===== src/design/prdx_pkg.sv =====
// ----------------------------------------------------------------------------
// prdx_pkg
// Types and constants of the packet receive deframer.
// ----------------------------------------------------------------------------
package prdx_pkg;

	typedef enum logic [2:0] {
		PH_HUNT1  = 3'd0,
		PH_HUNT2  = 3'd1,
		PH_TYPE   = 3'd2,
		PH_LENGTH = 3'd3,
		PH_HCHECK = 3'd4,
		PH_DATA   = 3'd5,
		PH_DCHECK = 3'd6
	} phase_t;

	typedef enum logic [1:0] {
		KIND_PAYLOAD = 2'd0,
		KIND_ACCEPT  = 2'd1,
		KIND_FAIL    = 2'd2,
		KIND_TIMEOUT = 2'd3
	} kind_t;

	localparam logic OP_BYTE = 1'b0;
	localparam logic OP_TICK = 1'b1;

	localparam logic [1:0] REG_SYNC_FIRST  = 2'd0;
	localparam logic [1:0] REG_SYNC_SECOND = 2'd1;
	localparam logic [1:0] REG_TIMEOUT     = 2'd2;

	localparam logic [15:0] TIMEOUT_RESET = 16'd100;
	localparam logic [15:0] TICKS_MAX     = 16'hFFFF;

	typedef struct packed {
		logic       op;
		logic [7:0] rx_byte;
	} in_item_t;

	typedef struct packed {
		logic       valid;
		kind_t      kind;
		logic [7:0] packet_type;
		logic [7:0] packet_length;
		logic [7:0] payload_byte;
		logic [7:0] payload_index;
	} step_out_t;

endpackage


===== src/design/packet_rx_deframer_xor_unit.sv =====
// ----------------------------------------------------------------------------
// packet_rx_deframer_xor_unit
// Sync hunt, header check and XOR-checked data deframer on a byte stream.
// ----------------------------------------------------------------------------
// Requests pass the input register, the core and the output register.
// Throughput: one request per cycle unless m_tready stalls the output.
// Reset: arst_n clears both stream valid flags, the framing state and the
// config registers (sync bytes 0, timeout 100 ticks).
module packet_rx_deframer_xor_unit (
	input  logic        clk,
	input  logic        arst_n,
	input  logic        s_tvalid,
	output logic        s_tready,
	input  logic [7:0]  s_tdata,   // [7:0] rx_byte
	input  logic        s_tuser,   // [0] op
	output logic        m_tvalid,
	input  logic        m_tready,
	output logic [31:0] m_tdata,   // [7:0] packet_type, [15:8] packet_length,
	                               // [23:16] payload_byte, [31:24] payload_index
	output logic [1:0]  m_tuser,   // [1:0] kind
	input  logic        cfg_we,
	input  logic [1:0]  cfg_index,
	input  logic [15:0] cfg_data
);
	import prdx_pkg::*;

	in_item_t  item_in;
	in_item_t  item_s1;
	logic      valid_s1;
	logic      out_free;
	logic      advance;
	step_out_t res;

	assign item_in.op      = s_tuser;
	assign item_in.rx_byte = s_tdata;
	assign advance         = valid_s1 && out_free;

	prdx_in_reg u_in (
		.clk      (clk),
		.arst_n   (arst_n),
		.s_tvalid (s_tvalid),
		.s_tready (s_tready),
		.item     (item_in),
		.advance  (advance),
		.valid_s1 (valid_s1),
		.item_s1  (item_s1)
	);

	prdx_core u_core (
		.clk       (clk),
		.arst_n    (arst_n),
		.cfg_we    (cfg_we),
		.cfg_index (cfg_index),
		.cfg_data  (cfg_data),
		.step      (advance),
		.item      (item_s1),
		.res       (res)
	);

	prdx_out_reg u_out (
		.clk      (clk),
		.arst_n   (arst_n),
		.load     (advance),
		.res      (res),
		.out_free (out_free),
		.m_tvalid (m_tvalid),
		.m_tready (m_tready),
		.m_tdata  (m_tdata),
		.m_tuser  (m_tuser)
	);

endmodule


===== src/design/prdx_in_reg.sv =====
// ----------------------------------------------------------------------------
// prdx_in_reg
// Input register stage; holds one request until the core takes it.
// ----------------------------------------------------------------------------
module prdx_in_reg (
	input  logic              clk,
	input  logic              arst_n,
	input  logic              s_tvalid,
	output logic              s_tready,
	input  prdx_pkg::in_item_t item,
	input  logic              advance,
	output logic              valid_s1,
	output prdx_pkg::in_item_t item_s1
);
	import prdx_pkg::*;

	assign s_tready = !valid_s1 || advance;

	always_ff @(posedge clk or negedge arst_n) begin
		if (!arst_n) begin
			valid_s1 <= 1'b0;
		end else if (s_tready) begin
			valid_s1 <= s_tvalid;
		end
	end

	always_ff @(posedge clk) begin
		if (s_tready && s_tvalid) begin
			item_s1 <= item;
		end
	end

endmodule


===== src/design/prdx_core.sv =====
// ----------------------------------------------------------------------------
// prdx_core
// Config registers, framing state and the per-request step logic.
// ----------------------------------------------------------------------------
module prdx_core (
	input  logic               clk,
	input  logic               arst_n,
	input  logic               cfg_we,
	input  logic [1:0]         cfg_index,
	input  logic [15:0]        cfg_data,
	input  logic               step,
	input  prdx_pkg::in_item_t item,
	output prdx_pkg::step_out_t res
);
	import prdx_pkg::*;

	logic [7:0]  sync_first_q;
	logic [7:0]  sync_second_q;
	logic [15:0] timeout_q;

	phase_t      phase_q, phase_d;
	logic [7:0]  held_type_q, held_type_d;
	logic [7:0]  held_length_q, held_length_d;
	logic [7:0]  bytes_seen_q, bytes_seen_d;
	logic [7:0]  check_q, check_d;
	logic [15:0] ticks_q, ticks_d;
	logic [15:0] ticks_inc;
	logic [7:0]  hdr_want;
	logic [7:0]  seen_inc;

	always_ff @(posedge clk or negedge arst_n) begin
		if (!arst_n) begin
			sync_first_q  <= '0;
			sync_second_q <= '0;
			timeout_q     <= TIMEOUT_RESET;
		end else if (cfg_we) begin
			case (cfg_index)
				REG_SYNC_FIRST:  sync_first_q  <= cfg_data[7:0];
				REG_SYNC_SECOND: sync_second_q <= cfg_data[7:0];
				REG_TIMEOUT:     timeout_q     <= cfg_data;
				default: ;
			endcase
		end
	end

	always_ff @(posedge clk or negedge arst_n) begin
		if (!arst_n) begin
			phase_q       <= PH_HUNT1;
			held_type_q   <= '0;
			held_length_q <= '0;
			bytes_seen_q  <= '0;
			check_q       <= '0;
			ticks_q       <= '0;
		end else if (step) begin
			phase_q       <= phase_d;
			held_type_q   <= held_type_d;
			held_length_q <= held_length_d;
			bytes_seen_q  <= bytes_seen_d;
			check_q       <= check_d;
			ticks_q       <= ticks_d;
		end
	end

	assign ticks_inc = (ticks_q == TICKS_MAX) ? ticks_q : ticks_q + 16'd1;
	assign hdr_want  = sync_first_q ^ sync_second_q ^ held_type_q ^ held_length_q;
	assign seen_inc  = bytes_seen_q + 8'd1;

	always_comb begin
		phase_d           = phase_q;
		held_type_d       = held_type_q;
		held_length_d     = held_length_q;
		bytes_seen_d      = bytes_seen_q;
		check_d           = check_q;
		ticks_d           = ticks_q;
		res.valid         = 1'b0;
		res.kind          = KIND_PAYLOAD;
		res.packet_type   = held_type_q;
		res.packet_length = held_length_q;
		res.payload_byte  = '0;
		res.payload_index = '0;
		if (item.op == OP_TICK) begin
			if (phase_q == PH_DATA || phase_q == PH_DCHECK) begin
				ticks_d = ticks_inc;
				if (ticks_inc > timeout_q) begin
					phase_d   = PH_HUNT1;
					res.valid = 1'b1;
					res.kind  = KIND_TIMEOUT;
				end
			end
		end else begin
			case (phase_q)
				PH_HUNT1: begin
					if (item.rx_byte == sync_first_q) begin
						phase_d = PH_HUNT2;
					end
				end
				PH_HUNT2: begin
					phase_d = (item.rx_byte == sync_second_q) ? PH_TYPE : PH_HUNT1;
				end
				PH_TYPE: begin
					held_type_d = item.rx_byte;
					phase_d     = PH_LENGTH;
				end
				PH_LENGTH: begin
					held_length_d = item.rx_byte;
					phase_d       = PH_HCHECK;
				end
				PH_HCHECK: begin
					if (item.rx_byte != hdr_want) begin
						phase_d = PH_HUNT1;
					end else begin
						bytes_seen_d = '0;
						check_d      = '0;
						ticks_d      = '0;
						if (held_length_q == 8'd0) begin
							phase_d   = PH_HUNT1;
							res.valid = 1'b1;
							res.kind  = KIND_ACCEPT;
						end else begin
							phase_d = PH_DATA;
						end
					end
				end
				PH_DATA: begin
					check_d           = check_q ^ item.rx_byte;
					bytes_seen_d      = seen_inc;
					if (seen_inc == held_length_q) begin
						phase_d = PH_DCHECK;
					end
					res.valid         = 1'b1;
					res.kind          = KIND_PAYLOAD;
					res.payload_byte  = item.rx_byte;
					res.payload_index = bytes_seen_q;
				end
				PH_DCHECK: begin
					phase_d   = PH_HUNT1;
					res.valid = 1'b1;
					res.kind  = (item.rx_byte == check_q) ? KIND_ACCEPT : KIND_FAIL;
				end
				default: begin
					phase_d = PH_HUNT1;
				end
			endcase
		end
	end

endmodule


===== src/design/prdx_out_reg.sv =====
// ----------------------------------------------------------------------------
// prdx_out_reg
// Result register driving the master-side stream.
// ----------------------------------------------------------------------------
module prdx_out_reg (
	input  logic                clk,
	input  logic                arst_n,
	input  logic                load,
	input  prdx_pkg::step_out_t res,
	output logic                out_free,
	output logic                m_tvalid,
	input  logic                m_tready,
	output logic [31:0]         m_tdata,
	output logic [1:0]          m_tuser
);
	import prdx_pkg::*;

	logic        valid_q;
	logic [31:0] data_q;
	logic [1:0]  user_q;

	assign out_free = !valid_q || m_tready;

	always_ff @(posedge clk or negedge arst_n) begin
		if (!arst_n) begin
			valid_q <= 1'b0;
		end else if (out_free) begin
			valid_q <= load && res.valid;
		end
	end

	always_ff @(posedge clk) begin
		if (out_free && load && res.valid) begin
			data_q <= {res.payload_index, res.payload_byte, res.packet_length,
				res.packet_type};
			user_q <= res.kind;
		end
	end

	assign m_tvalid = valid_q;
	assign m_tdata  = data_q;
	assign m_tuser  = user_q;

endmodule


===== config.mk =====
export PLATFORM = sky130hd
export DESIGN_NAME = packet_rx_deframer_xor_unit
export DESIGN_NICKNAME = d
export VERILOG_FILES = /design/src/design/prdx_pkg.sv /design/src/design/packet_rx_deframer_xor_unit.sv /design/src/design/prdx_in_reg.sv /design/src/design/prdx_core.sv /design/src/design/prdx_out_reg.sv
export SDC_FILE = /design/constraint.sdc
export NUM_CORES = 1
export LEC_CHECK = 0
export BUFFER_PORTS_ARGS = -buffer_cell sky130_fd_sc_hd__buf_2
export CAP_MARGIN = 10
export CORE_ASPECT_RATIO = 2
export CORE_MARGIN = 3
export CORE_UTILIZATION = 35
export DETAILED_ROUTE_END_ITERATION = 12
export GPL_TIMING_DRIVEN = 1
export PLACE_DENSITY_LB_ADDON = 0.25
export SLEW_MARGIN = 25
export SYNTH_ARGS = -nofsm -noshare
export SYNTH_HDL_FRONTEND = slang
export SYNTH_SLANG_ARGS = --single-unit

===== constraint.sdc =====
create_clock -name clk -period 9.54 [get_ports clk]
set_input_delay 0.477 -clock clk [delete_from_list [all_inputs] [get_ports clk]]
set_output_delay 0.477 -clock clk [all_outputs]
set_load 0.005 [all_outputs]

**Yosys cells after proc, flatten, opt, wreduce, memory -nomap -nowiden**

Cells that the tools add are included.

- Equality and inequality tests: 20
- Order comparisons: 1
- Muxes and demuxes: 24
- Reduce and logical (&&, ||, !) cells: 24
- Bitwise operators: 6
- Add/subtract/negate cells: 2

Operators with widths:

| operator | count |
|---|---|
| 2-to-1 mux 16 bit | 5 |
| 2-to-1 mux 3 bit | 12 |
| == test 8 bit | 4 |
| one-hot mux 8 bit (2 select lines) | 2 |
| bitwise XOR 8 bit | 4 |
| one-hot mux 3 bit (6 select lines) | 1 |
| adder 16 x 1 -> 16 bit (second input constant) | 1 |
| == test 16 bit (second input constant) | 1 |
| greater-than comparator 16 bit | 1 |
| == test 3 bit (second input constant) | 3 |
| one-hot mux 3 bit (3 select lines) | 1 |
| adder 8 x 1 -> 8 bit (second input constant) | 1 |
| zero test 8 bit | 1 |
| 2-to-1 mux 8 bit | 1 |
| inequality test 8 bit | 1 |
| AND reduction 4 bit | 2 |
| == test 3 x 2 -> 1 bit (second input constant) | 2 |
| AND reduction 2 bit | 3 |
| AND reduction 3 bit | 2 |
| logical AND 1 bit | 5 |
| AND reduction 5 bit | 1 |
| 2-to-1 mux 2 bit | 2 |
| inequality test 2 x 1 -> 1 bit (second input constant) | 2 |
| inequality test 2 bit (second input constant) | 2 |
| 12 further kinds | 17 |

- Logic and storage cells: 93
- Flip-flop bits (word level): 128
- Input port bits: 32

**Depth between registers and ports, before layout**

Gate-level depths: netlist of the first run.

- Word-level depth: 8
- Gate-level depth with buffers: 15

**Cells and area by module**

From an unflattened synthesis of the first run, not the netlist that was laid out.

- Cell total of the unflattened synthesis: 565
- Area, all modules: 6657.6 sq um

By module, submodules not included:

| module | cells each | sequential area each (sq um) | instances | area each (sq um) |
|---|---|---|---|---|
| prdx_core | 512 | 2080.7 | 1 | 5246.3 |
| prdx_out_reg | 39 | 1046.0 | 1 | 1081.0 |
| prdx_in_reg | 13 | 295.3 | 1 | 324.1 |
| packet_rx_deframer_xor_unit | 1 | 0.0 | 1 | 6.3 |

**Least setup slack after synthesis of the first run**

OpenSTA, ideal clock, no wires.

- Kind: flip-flop to flip-flop
- Start point: reg u_core.ticks_q[0]
- End point: reg u_out.data_q[0] (netlist: u_out.m_tdata[0]) (enable)
- Data required time: 9115 ps
- Period minus slack after synthesis: 4686 ps
- Slack: 4854 ps
- Cell stages (with the launch flop): 15
- Setup time: 425 ps
- Arrival: 4261 ps
- Path through: dfrtp_1 -> ha_1 -> and4_1 -> nand2b_1 -> or3_4 -> buf_6 -> mux2_4 -> ha_1 -> nor2b_1 -> o211ai_1 -> a21oi_1 -> o21ai_0 -> a211oi_1 -> o2bb2ai_1 -> nor2_1

- Word-level cells in the longest chain between the ends: 7
- Elaborated cells between the ends (all ways): 8
- Classes of those cells: add/sub (1); order compare (1); eq/ne (1); mux (4); reduce/logical (1)

RTL lines:

| what | RTL line | source |
|---|---|---|
| start: declaration | prdx_core.sv:26 | `logic [15:0] ticks_q, ticks_d;` |
| start signal: assignment | prdx_core.sv:60 | `ticks_q <= ticks_d;` |
| adder 16 x 1 -> 16 bit or == test 16 bit (tied branches) | prdx_core.sv:64 | `assign ticks_inc = (ticks_q == TICKS_MAX) ? ticks_q : ticks_q + 16'd1;` |
| 2-to-1 mux 16 bit (*) | prdx_core.sv:64 |  |
| greater-than comparator 16 bit (*) | prdx_core.sv:84 | `if (ticks_inc > timeout_q) begin` |
| 2-to-1 mux 3 bit (*) | prdx_core.sv:84 |  |
| 2-to-1 mux 3 bit (*) | prdx_core.sv:82 | `if (phase_q == PH_DATA \|\| phase_q == PH_DCHECK) begin` |
| 2-to-1 mux 3 bit (*) | prdx_core.sv:81 | `if (item.op == OP_TICK) begin` |
| logical AND 1 bit (*) | prdx_out_reg.sv:33 | `if (out_free && load && res.valid) begin` |
| end signal: assignment | prdx_out_reg.sv:34 | `data_q <= {res.payload_index, res.payload_byte, res.packet_length,` |
| end: declaration | prdx_out_reg.sv:19 | `logic [31:0] data_q;` |

Mark *: on every way between the ends. The rest lies on a longest branch, timed or not.
A chain may end at the register's enable or synchronous reset.

**Worst setup path in the final report of the first run**

- Start point: reg u_core.ticks_q[0]
- End point: reg u_out.data_q[14] (netlist: u_out.m_tdata[14]) (enable)

Same word-level chain as after synthesis.

==> results.py, run 1 <==
metrics = {
    "run_status": {
        "status": "finished clean",
    },
    "critical_path": {
        "crit_type": "reg -> reg",
        "rr_startpoint": "u_core.ticks_q[0]",
        "crit_arrival_ns": 4.50,
        "required_ns": 9.59,
        "cp_max_fo": 34,
        "r2r-end": "u_out.m_tdata[14]",
        "critPathLaunch": "u_core.ticks_q[0]",
        "reg2reg_slack_ns": 5.09,
        "endpoint_kind": "flip-flop",
        "critPathCapture": "u_out.m_tdata[14]",
        "crit_path_start_kind": "flip-flop",
        "r2r.worst_path.cells": 14,
    },
    "synthesis": {
        "synth_edf_count": 43,
        "yosysUniqueCellTypes": 60,
        "yosys.area.top_type": "dfrtp_1",
        "yosys-top-cells-area": "dfrtp_1 31%, edfxtp_1 19%, mux2_2 8.0%",
        "synth_top_family_by_area": "simple AND/OR/NAND/NOR gates",
        "synth_ff_type": "dfrtp_1",
        "syn_nets": 618,
        "avgSynthCellArea_um2": 11.7,
        "synthMuxAreaShare_pct": 8.81,
        "async_flop_share_pct": 66.4,
        "synthesis.area_um2": 6630,
        "synth-simple-area-share_pct": 13.4,
        "seq_area_frac_synth_pct": 51.6,
        "ys_ff_latch": 128,
        "synth_compound_area_share_pct": 9.85,
        "syn_inst": 568,
        "synth_fa_ha_area_share_pct": 3.40,
        "yosysWarnings": 0,
        "synthXorXnorAreaFrac_pct": 9.43,
        "synth_top_area_share_pct": 30.9,
    },
    "power": {
        "p_clk_share_pct": 39.3,
        "finalPower_mw": 1.73,
        "pwr-share-comb_pct": 18.5,
        "peakVddDrop_mv": 0.119,
        "sw_frac_of_total_pct": 28.4,
        "power_density_nw_per_um2": 221,
        "p_int_mw": 1.24,
        "p_leak_nw": 3.47,
        "power.share.sequential_pct": 42.1,
        "switching_power_mw": 0.492,
    },
    "timing": {
        "worst_pin_slew_ns": 0.901,
        "maxSlewViolCount": 0,
        "clock.fmax_mhz": 225,
        "finClkSkew_ns": 0.0106,
        "setup_violations": 0,
        "period_minus_slack_ns": 4.45,
        "whs_ns": 0.233,
        "slew_headroom_pct": 39.8,
        "finalSetupTns_ns": 0,
        "final_hold_viol_count": 0,
        "rsz0062_at_grt": "no",
        "period_share_pct": 46.7,
    },
    "clock_tree": {
        "cts.sink_count": 128,
        "path_clk_slew_ns": 0.06,
        "cts_buffer_depth": 2,
        "post_cts_buffers": 0,
        "insertion_delay_ns": 0.43,
        "numCtsBuffers": 17,
        "cts_tree": "built",
        "root_buffer": "clkbuf_16",
        "htreeDepth": 4,
    },
    "floorplan": {
        "initial_core_util_pct": 35.9,
        "placementRows": 70,
        "die_h_um": 201,
        "die_w_um": 103,
        "ios": 68,
        "coreArea_um2": 18500,
        "die_area_um2": 20700,
    },
    "cells_and_area": {
        "fillers": 1762,
        "utilization_pct": 42.3,
        "multiInputGateArea_um2": 2990,
        "nets": 684,
        "final_cell_area_um2": 7830,
        "area_delta_synth_final_pct": 18.0,
        "layout-drive-gt1-share_pct": 26.0,
        "antenna_cells": 0,
        "regArea_um2": 3420,
    },
    "min_path": {
        "hold_path_class": "in -> reg",
    },
    "placed_design": {
        "io_buffers": 67,
        "gp_congestion": 0.907,
        "hpwl_mm": 12.2,
        "dpl-instance-area_um2": 7190,
    },
    "global_route": {
        "grt_max_degree": 68,
        "grt_pass1_wl_mm": 25.2,
        "track_usage_pct": 16.2,
        "overflow": 0,
        "grt_antenna_before_repair": 0,
        "grt_pass1_vias": 4757,
    },
    "route": {
        "avgRoutedWirePerCell_um": 17.8,
        "drc": 0,
        "avgViaCountPerCell": 5.09,
        "drt-pass1-iter-count": 4,
        "routed_wl_mm": 16.0,
        "ant_nets": 0,
        "dr.first_iter.drc_count": 159,
        "via_count": 4578,
    },
    "job": {
        "maxCapViolations": 0,
    },
}
==> kinds of logic (layout without fill, tap and decap cells) <==
logic type | Yosys count | count (layout)
compound gates | 99 | 99
xor+xnor | 62 | 62
fa+ha+maj | 18 | 18
buf+inv | 49 | 128
flops | 128 | 128
mux | 52 | 52
simple gates | 160 | 160
==> worst min path at each step <==
stage	startpoint	end	slack, ns	cells past startpoint
after floorplan	arst_n	u_core.bytes_seen_q[0]	0.18	0
after global placement	arst_n	u_in.valid_s1	0.38	1
after detailed placement	arst_n	u_in.valid_s1	0.38	1
after CTS	s_tdata[2]	u_in.item_s1[2]	0.21	1
after global routing	s_tdata[6]	u_in.item_s1[6]	0.22	1
final	s_tdata[6]	u_in.item_s1[6]	0.23	1
==> power by group through the flow <==
| stage | clock [mW] | combinational (mW) | sequential, mW |
|---|---|---|---|
| 2_1_floorplan | 0 | 0.273 | 0.697 |
| 3_3_place_gp | 0 | 0.312 | 0.738 |
| 3_5_place_dp | 0 | 0.321 | 0.741 |
| 4_1_cts | 0.697 | 0.324 | 0.730 |
| 5_1_grt | 0.720 | 0.357 | 0.740 |
| 6_report | 0.681 | 0.320 | 0.729 |
==> worst max-delay path, cell delays in order (launching register included) <==
cell       delay, ns
dfrtp_1         0.42
ha_1            0.20
and4_1          0.25
nand2b_1        0.12
or3_4           0.48
or2b_1          0.22
nor2_1          0.06
xor2_1          0.16
ha_1            0.31
nand4_1         0.16
nor2_1          0.17
a2111oi_0       0.16
a211oi_1        0.45
o2bb2ai_1       0.18
nor2_4          0.71
==> cells in the final DEF (no fill, tap or decap), types with 12 or more instances in the layout <==
cell        n
ha_1       18
buf_2      66
nand2_1    37
mux2_2     47
and2_1     21
edfxtp_1   43
clkbuf_16  19
xnor2_1    17
xor2_1     39
o21a_1     12
inv_1      23
dfrtp_1    82
nand3_1    20
nor2_1     21
o21ai_0    15
a21oi_1    29
==> routing by layer <==
metal,track usage (%),share of wire (%),up-vias
met5,0,0,-
met4,9.73,6.0,0
met3,3.65,3.0,39
met2,30.2,57,92
met1,15.3,34,2270
li1,-,-,2177
==> per-stage QoR <==
| stage | setup slack, ns | std cells |
|---|---|---|
| 2_1_floorplan | 4.85 | 568 |
| 3_3_place_gp | 5.28 | 866 |
| 3_5_place_dp | 5.05 | 866 |
| 4_1_cts | 5.02 | 899 |
| 5_1_grt | 4.75 | 899 |
| 6_report | 5.09 | 899 |
==> registers in the layout, indices dropped and copies added, names as in the netlist, 3 cells and up <==
| signal | count |
|---|---|
| u_core.phase_q | 3 |
| u_core.sync_second_q | 8 |
| u_out.m_tdata | 32 |
| u_core.ticks_q | 16 |
| u_core.held_type_q | 8 |
| u_core.sync_first_q | 8 |
| u_core.timeout_q | 16 |
| u_in.item_s1 | 9 |
| u_core.held_length_q | 8 |
| u_core.check_q | 8 |
| u_core.bytes_seen_q | 8 |
==> cells in the mapped netlist, drive strengths merged (3+ instances only) <==
cell type / n
a22o: 6
ha: 18
dfstp: 3
nor3: 8
nand2b: 6
inv: 23
xnor3: 6
o21a: 12
xnor2: 17
nand2: 38
nand4: 6
xor2: 39
or3: 3
nand3: 20
buf: 16
nor2: 22
mux2: 48
and2: 21
a21o: 5
nand3b: 6
and3: 6
a21oi: 29
o211ai: 3
edfxtp: 43
a31oi: 9
clkbuf: 10
o2bb2ai: 3
dfrtp: 82
mux2i: 4
nor4: 9
a2111oi: 4
nor2b: 7
o21ai: 17
==> what timing repair did <==
item | 4_1_cts | 5_1_grt
hold buffers | 1 | 0
endpoints found under the hold margin | 18 | 0
resized for setup | 0 | 0
==> layout make-up <==
type	instances	share of cell area, %
Sequential cell	128	43.7
Clock buffer	20	6.12
Timing Repair Buffer	73	4.92
Clock inverter	12	1.84
Tap cell	252	4.03
Multi-Input combinational cell	391	38.3
Inverter	23	1.10
(Power assumes the default switching activity.)
==> run 2: changes to the inputs <==
Clock period 9.54 ns to 3.7 ns, I/O delays scaled along.
==> run 2 against run 1 <==
Count of clock-buffer cells in the layout shrank 2. Highest routed layer unchanged. Register-to-register slack got worse by 5.1 ns. Largest power group unchanged. Global-route usage rose by 0.53 points. Largest cell class unchanged.
==> results.py, run 2 (synthesis results as in run 1) <==
metrics = {
    "timing": {
        "maxSlewViolCount": 0,
        "period_share_pct": 99.4,
        "slew_headroom_pct": 42.8,
        "finClkSkew_ns": 0.0140,
        "period_minus_slack_ns": 3.68,
        "finalSetupTns_ns": 0,
        "fin_ws_ns": 0.0225,
        "whs_ns": 0.00985,
        "final_hold_viol_count": 0,
        "rsz0062_at_grt": "yes",
        "clock.fmax_mhz": 272,
        "worst_pin_slew_ns": 0.858,
        "setup_violations": 0,
    },
    "route": {
        "ant_nets": 0,
        "via_count": 4791,
        "avgViaCountPerCell": 5.06,
        "routed_wl_mm": 16.8,
        "drc": 0,
        "drt-pass1-iter-count": 6,
        "avgRoutedWirePerCell_um": 17.8,
        "dr.first_iter.drc_count": 188,
    },
    "critical_path": {
        "crit_type": "reg -> reg",
        "critPathTopFamily": "simple AND/OR/NAND/NOR gates",
        "slowest_delay_ns": 0.39,
        "endpoint_kind": "flip-flop",
        "crit_arrival_ns": 3.81,
        "cp_max_fo": 8,
        "path_buf_inv": 3,
        "required_ns": 3.84,
        "crit_slowest_cell": "or3_4",
        "crit_path_start_kind": "flip-flop",
        "cp_cell_sequence": "ha_2, and4_4, nand2b_4, or3_4, buf_6, mux2_4, ha_4, nor2b_4, o211ai_1, a21oi_1, o21ai_2, a211oi_4, o2bb2ai_4, nor2_4, buf_12, clkbuf_16",
    },
    "power": {
        "p_leak_nw": 3.70,
        "sw_frac_of_total_pct": 29.5,
        "power.share.sequential_pct": 43.0,
        "power_density_nw_per_um2": 527,
        "p_int_mw": 3.09,
        "p_clk_share_pct": 35.7,
        "switching_power_mw": 1.29,
        "pwr-share-comb_pct": 21.3,
        "peakVddDrop_mv": 0.327,
    },
    "clock_tree": {
        "root_buffer": "clkbuf_16",
        "cts_buffer_depth": 2,
        "htreeDepth": 4,
        "path_clk_slew_ns": 0.06,
        "numCtsBuffers": 17,
        "cts.sink_count": 128,
        "insertion_delay_ns": 0.42,
        "cts_tree": "built",
    },
    "floorplan": {
        "die_w_um": 103,
        "die_area_um2": 20700,
        "ios": 68,
        "initial_core_util_pct": 35.9,
        "placementRows": 70,
        "die_h_um": 201,
        "coreArea_um2": 18500,
    },
    "cells_and_area": {
        "fillers": 1697,
        "final_cell_area_um2": 8310,
        "area_delta_synth_final_pct": 25.3,
        "final_cell_mix": "82 x dfrtp_1, 66 x buf_2, 47 x mux2_2",
        "final_common_cell": "dfrtp_1",
        "regArea_um2": 3420,
        "multiInputGateArea_um2": 3090,
        "antenna_cells": 0,
        "nets": 732,
        "layout-drive-gt1-share_pct": 30.2,
        "largest_reg_flops": 32,
    },
    "global_route": {
        "grt_antenna_before_repair": 0,
        "overflow": 0,
        "grt_pass1_wl_mm": 26.2,
        "grt_max_degree": 67,
        "track_usage_pct": 16.8,
        "grt_pass1_vias": 5009,
    },
    "placed_design": {
        "hpwl_mm": 12.5,
        "gp_congestion": 0.890,
        "dpl_worst_slack_ns": -0.0648,
        "io_buffers": 67,
        "dpl-instance-area_um2": 7370,
    },
    "min_path": {
        "hold_path_class": "in -> reg",
    },
    "job": {
        "maxCapViolations": 0,
    },
    "run_status": {
        "status": "finished clean",
    },
}
[run 2: final cells by class]
class / count / area share, %
multi-input cells: 391 / 37.1
clock buffers: 18 / 5.16
inverters: 23 / 1.04
repair buffers: 121 / 10.3
well taps: 252 / 3.79
flip-flops and latches: 128 / 41.2
clock inverters: 14 / 1.42
[run 2: path summary, 6_finish.rpt]
kind                                       start                    end  slack (ns)  cells past startpoint
max in group asynchronous                 arst_n  u_core.held_type_q[3]        2.48                      3
setup reg to reg               u_core.ticks_q[0]      u_out.m_tdata[31]        0.02                     16
min in group asynchronous                 arst_n     u_core.ticks_q[13]        0.40                      2
hold reg to reg            u_core.held_type_q[7]       u_out.m_tdata[7]        0.49                      0
setup / recovery               u_core.ticks_q[0]      u_out.m_tdata[31]        0.02                     16
hold / removal                      cfg_data[14]   u_core.timeout_q[14]        0.01                      2
[run 2: per-layer routing]
metal / share of wire, % / GRT usage (%)
met1: 34 / 17.0
met2: 58 / 31.0
met3: 2.9 / 2.89
met4: 4.9 / 9.08
met5: 0 / 0
[run 2: through the flow]
step,std cells,power [mW],utilization [%]
after floorplan,568,2.51,-
after global placement,886,2.76,39.9
after detailed placement,886,2.79,39.9
after CTS,935,4.39,43.8
after global routing,947,4.59,45.0
final,947,4.38,45.0
[run 2: power by group through the flow]
| stage | clock network [mW] | registers, mW | logic (mW) |
|---|---|---|---|
| 4_1_cts | 1.59 | 1.88 | 0.908 |
| 6_report | 1.56 | 1.88 | 0.933 |
| 3_5_place_dp | 0 | 1.91 | 0.882 |
| 5_1_grt | 1.65 | 1.91 | 1.04 |
| 3_3_place_gp | 0 | 1.90 | 0.861 |
| 2_1_floorplan | 0 | 1.80 | 0.718 |
[run 2: repair_timing]
item / CTS / global route
setup endpoints to repair: 36 / 40
buffers inserted: 0 / 9
pin swaps: 0 / 10
gates resized for setup: 3 / 12
endpoints found under the hold margin: 78 / 0
gates cloned: 0 / 3
hold buffers: 17 / 0
==> run 3: changes to the inputs <==
==> constraint.sdc (replaced) <==
create_clock -name clk -period 3.7 [get_ports clk]
set_input_delay 0.37 -clock clk [delete_from_list [all_inputs] [get_ports clk]]
set_output_delay 0.37 -clock clk [all_outputs]
set_load 0.005 [all_outputs]
==> run 3 against run 2 <==
First-iteration DRC count fell by 14%. Sequential share of layout area rose by 0.86 points. Register-to-register slack barely moved. Via count fell by 1.6%. Final cell count fell by 1.8%. Non-clock buffer count fell by 17. Utilization fell by 0.92 points.
==> results.py, run 3 (synthesis results as in run 1) <==
metrics = {
    "cells_and_area": {
        "area_delta_synth_final_pct": 22.7,
        "final_cells": 930,
        "nets": 715,
        "fillers": 1715,
        "largest_reg_flops": 32,
        "antenna_cells": 0,
        "final_common_cell": "dfrtp_1",
        "layout-drive-gt1-share_pct": 31.0,
        "final_cell_mix": "82 x dfrtp_1, 66 x buf_2, 47 x mux2_2",
    },
    "global_route": {
        "grt_max_degree": 67,
        "overflow": 0,
        "grt_pass1_wl_mm": 25.9,
        "track_usage_pct": 16.5,
        "grt_antenna_before_repair": 0,
        "grt_pass1_vias": 4936,
    },
    "timing": {
        "period_share_pct": 99.3,
        "setup_violations": 0,
        "period_minus_slack_ns": 3.67,
        "rsz0062_at_grt": "yes",
        "clock.fmax_mhz": 272,
        "slew_headroom_pct": 43.2,
        "worst_pin_slew_ns": 0.852,
        "finalSetupTns_ns": 0,
        "finClkSkew_ns": 0.0144,
        "final_hold_viol_count": 0,
        "whs_ns": 0.0471,
        "maxSlewViolCount": 0,
    },
    "critical_path": {
        "crit_type": "reg -> reg",
        "required_ns": 3.83,
        "crit_arrival_ns": 3.80,
        "endpoint_kind": "flip-flop",
        "crit_path_start_kind": "flip-flop",
        "cp_max_fo": 8,
    },
    "placed_design": {
        "post-place-cells": 886,
        "io_buffers": 67,
        "hpwl_mm": 12.5,
        "gp_congestion": 0.890,
    },
    "route": {
        "avgViaCountPerCell": 5.07,
        "routed-wl-met3_um": 504,
        "avgRoutedWirePerCell_um": 17.9,
        "dr.first_iter.drc_count": 162,
        "routed_wl_mm": 16.6,
        "wl_met1_mm": 5.62,
        "wl_met2_mm": 9.65,
        "drt-pass1-iter-count": 4,
        "via_count": 4713,
        "ant_nets": 0,
        "drc": 0,
        "top_layer_used": "met4",
    },
    "clock_tree": {
        "cts_buffer_depth": 2,
        "cts.sink_count": 128,
        "numCtsBuffers": 17,
        "root_buffer": "clkbuf_16",
        "path_clk_slew_ns": 0.06,
        "htreeDepth": 4,
        "cts_tree": "built",
        "insertion_delay_ns": 0.42,
    },
    "floorplan": {
        "ios": 68,
        "initial_core_util_pct": 35.9,
        "die_area_um2": 20700,
        "die_h_um": 201,
        "placementRows": 70,
        "die_w_um": 103,
        "coreArea_um2": 18500,
    },
    "power": {
        "p_leak_nw": 3.63,
        "power_density_nw_per_um2": 536,
        "peakVddDrop_mv": 0.319,
    },
    "run_status": {
        "status": "finished clean",
    },
    "job": {
        "maxCapViolations": 0,
    },
    "min_path": {
        "hold_path_class": "in -> async",
    },
}
-- run 3: layout make-up --
cell class              count  area (µm²)  area share, %
clock buffers              18         429           5.27
clock inverters            14         118           1.45
inverters                  23        86.3           1.06
multi-input cells         391        3090           37.9
flip-flops and latches    128        3420           42.0
well taps                 252         315           3.87
repair buffers            104         683           8.39
-- run 3: routing by layer --
layer	vias up	global-route usage, %
li1	2225	-
met1	2307	16.8
met2	131	30.7
met3	50	2.50
met4	0	9.26
met5	-	0
-- run 3: power by group --
| group | internal [mW] | switching (mW) | leakage, nW | total, mW |
|---|---|---|---|---|
| clock network | 0.919 | 0.639 | 0.258 | 1.56 |
| registers | 1.66 | 0.223 | 1.55 | 1.88 |
| logic | 0.499 | 0.419 | 1.82 | 0.918 |
| total | 3.08 | 1.28 | 3.63 | 4.36 |
-- run 3: what timing repair did --
item	4_1_cts	5_1_grt
cloned	0	3
endpoints found under the setup margin	36	40
pin swaps	0	10
gates resized for setup	3	12
buffers inserted	0	9
hold buffers	0	0
-- run 3: per-stage QoR --
stage	util [%]	cell area [µm²]	setup WS, ns	total power, mW
3_3_place_gp	39.9	7370	-0.0668	2.76
5_1_grt	44.0	8140	-0.112	4.58
3_5_place_dp	39.9	7370	-0.0648	2.79
2_1_floorplan	-	6670	0.000305	2.51
4_1_cts	42.9	7930	0.000508	4.37
6_report	44.0	8140	0.0254	4.36
-- run 3: final timing paths --
path	startpoint	endpoint	slack (ns)	cells past startpoint
worst max register to register	u_core.ticks_q[0]	u_out.m_tdata[4]	0.03	16
min in group clk	s_tdata[7]	u_in.item_s1[7]	0.13	1
max in group asynchronous	arst_n	u_core.held_type_q[3]	2.83	2
worst max-delay path	u_core.ticks_q[0]	u_out.m_tdata[4]	0.03	16
worst min-delay path	arst_n	u_core.ticks_q[13]	0.05	1
worst min register to register	u_core.held_type_q[7]	u_out.m_tdata[7]	0.49	0
-- run 3: critical path, stage by stage, from the launching register on --
cell,delay (ns)
dfrtp_1,0.36
ha_2,0.20
and4_4,0.26
nand2b_4,0.07
or3_4,0.39
buf_6,0.15
mux2_4,0.31
ha_4,0.27
nor2b_4,0.13
o211ai_1,0.09
a21oi_1,0.19
o21ai_2,0.11
a211oi_4,0.34
o2bb2ai_4,0.12
nor2_4,0.11
buf_12,0.14
clkbuf_16,0.15
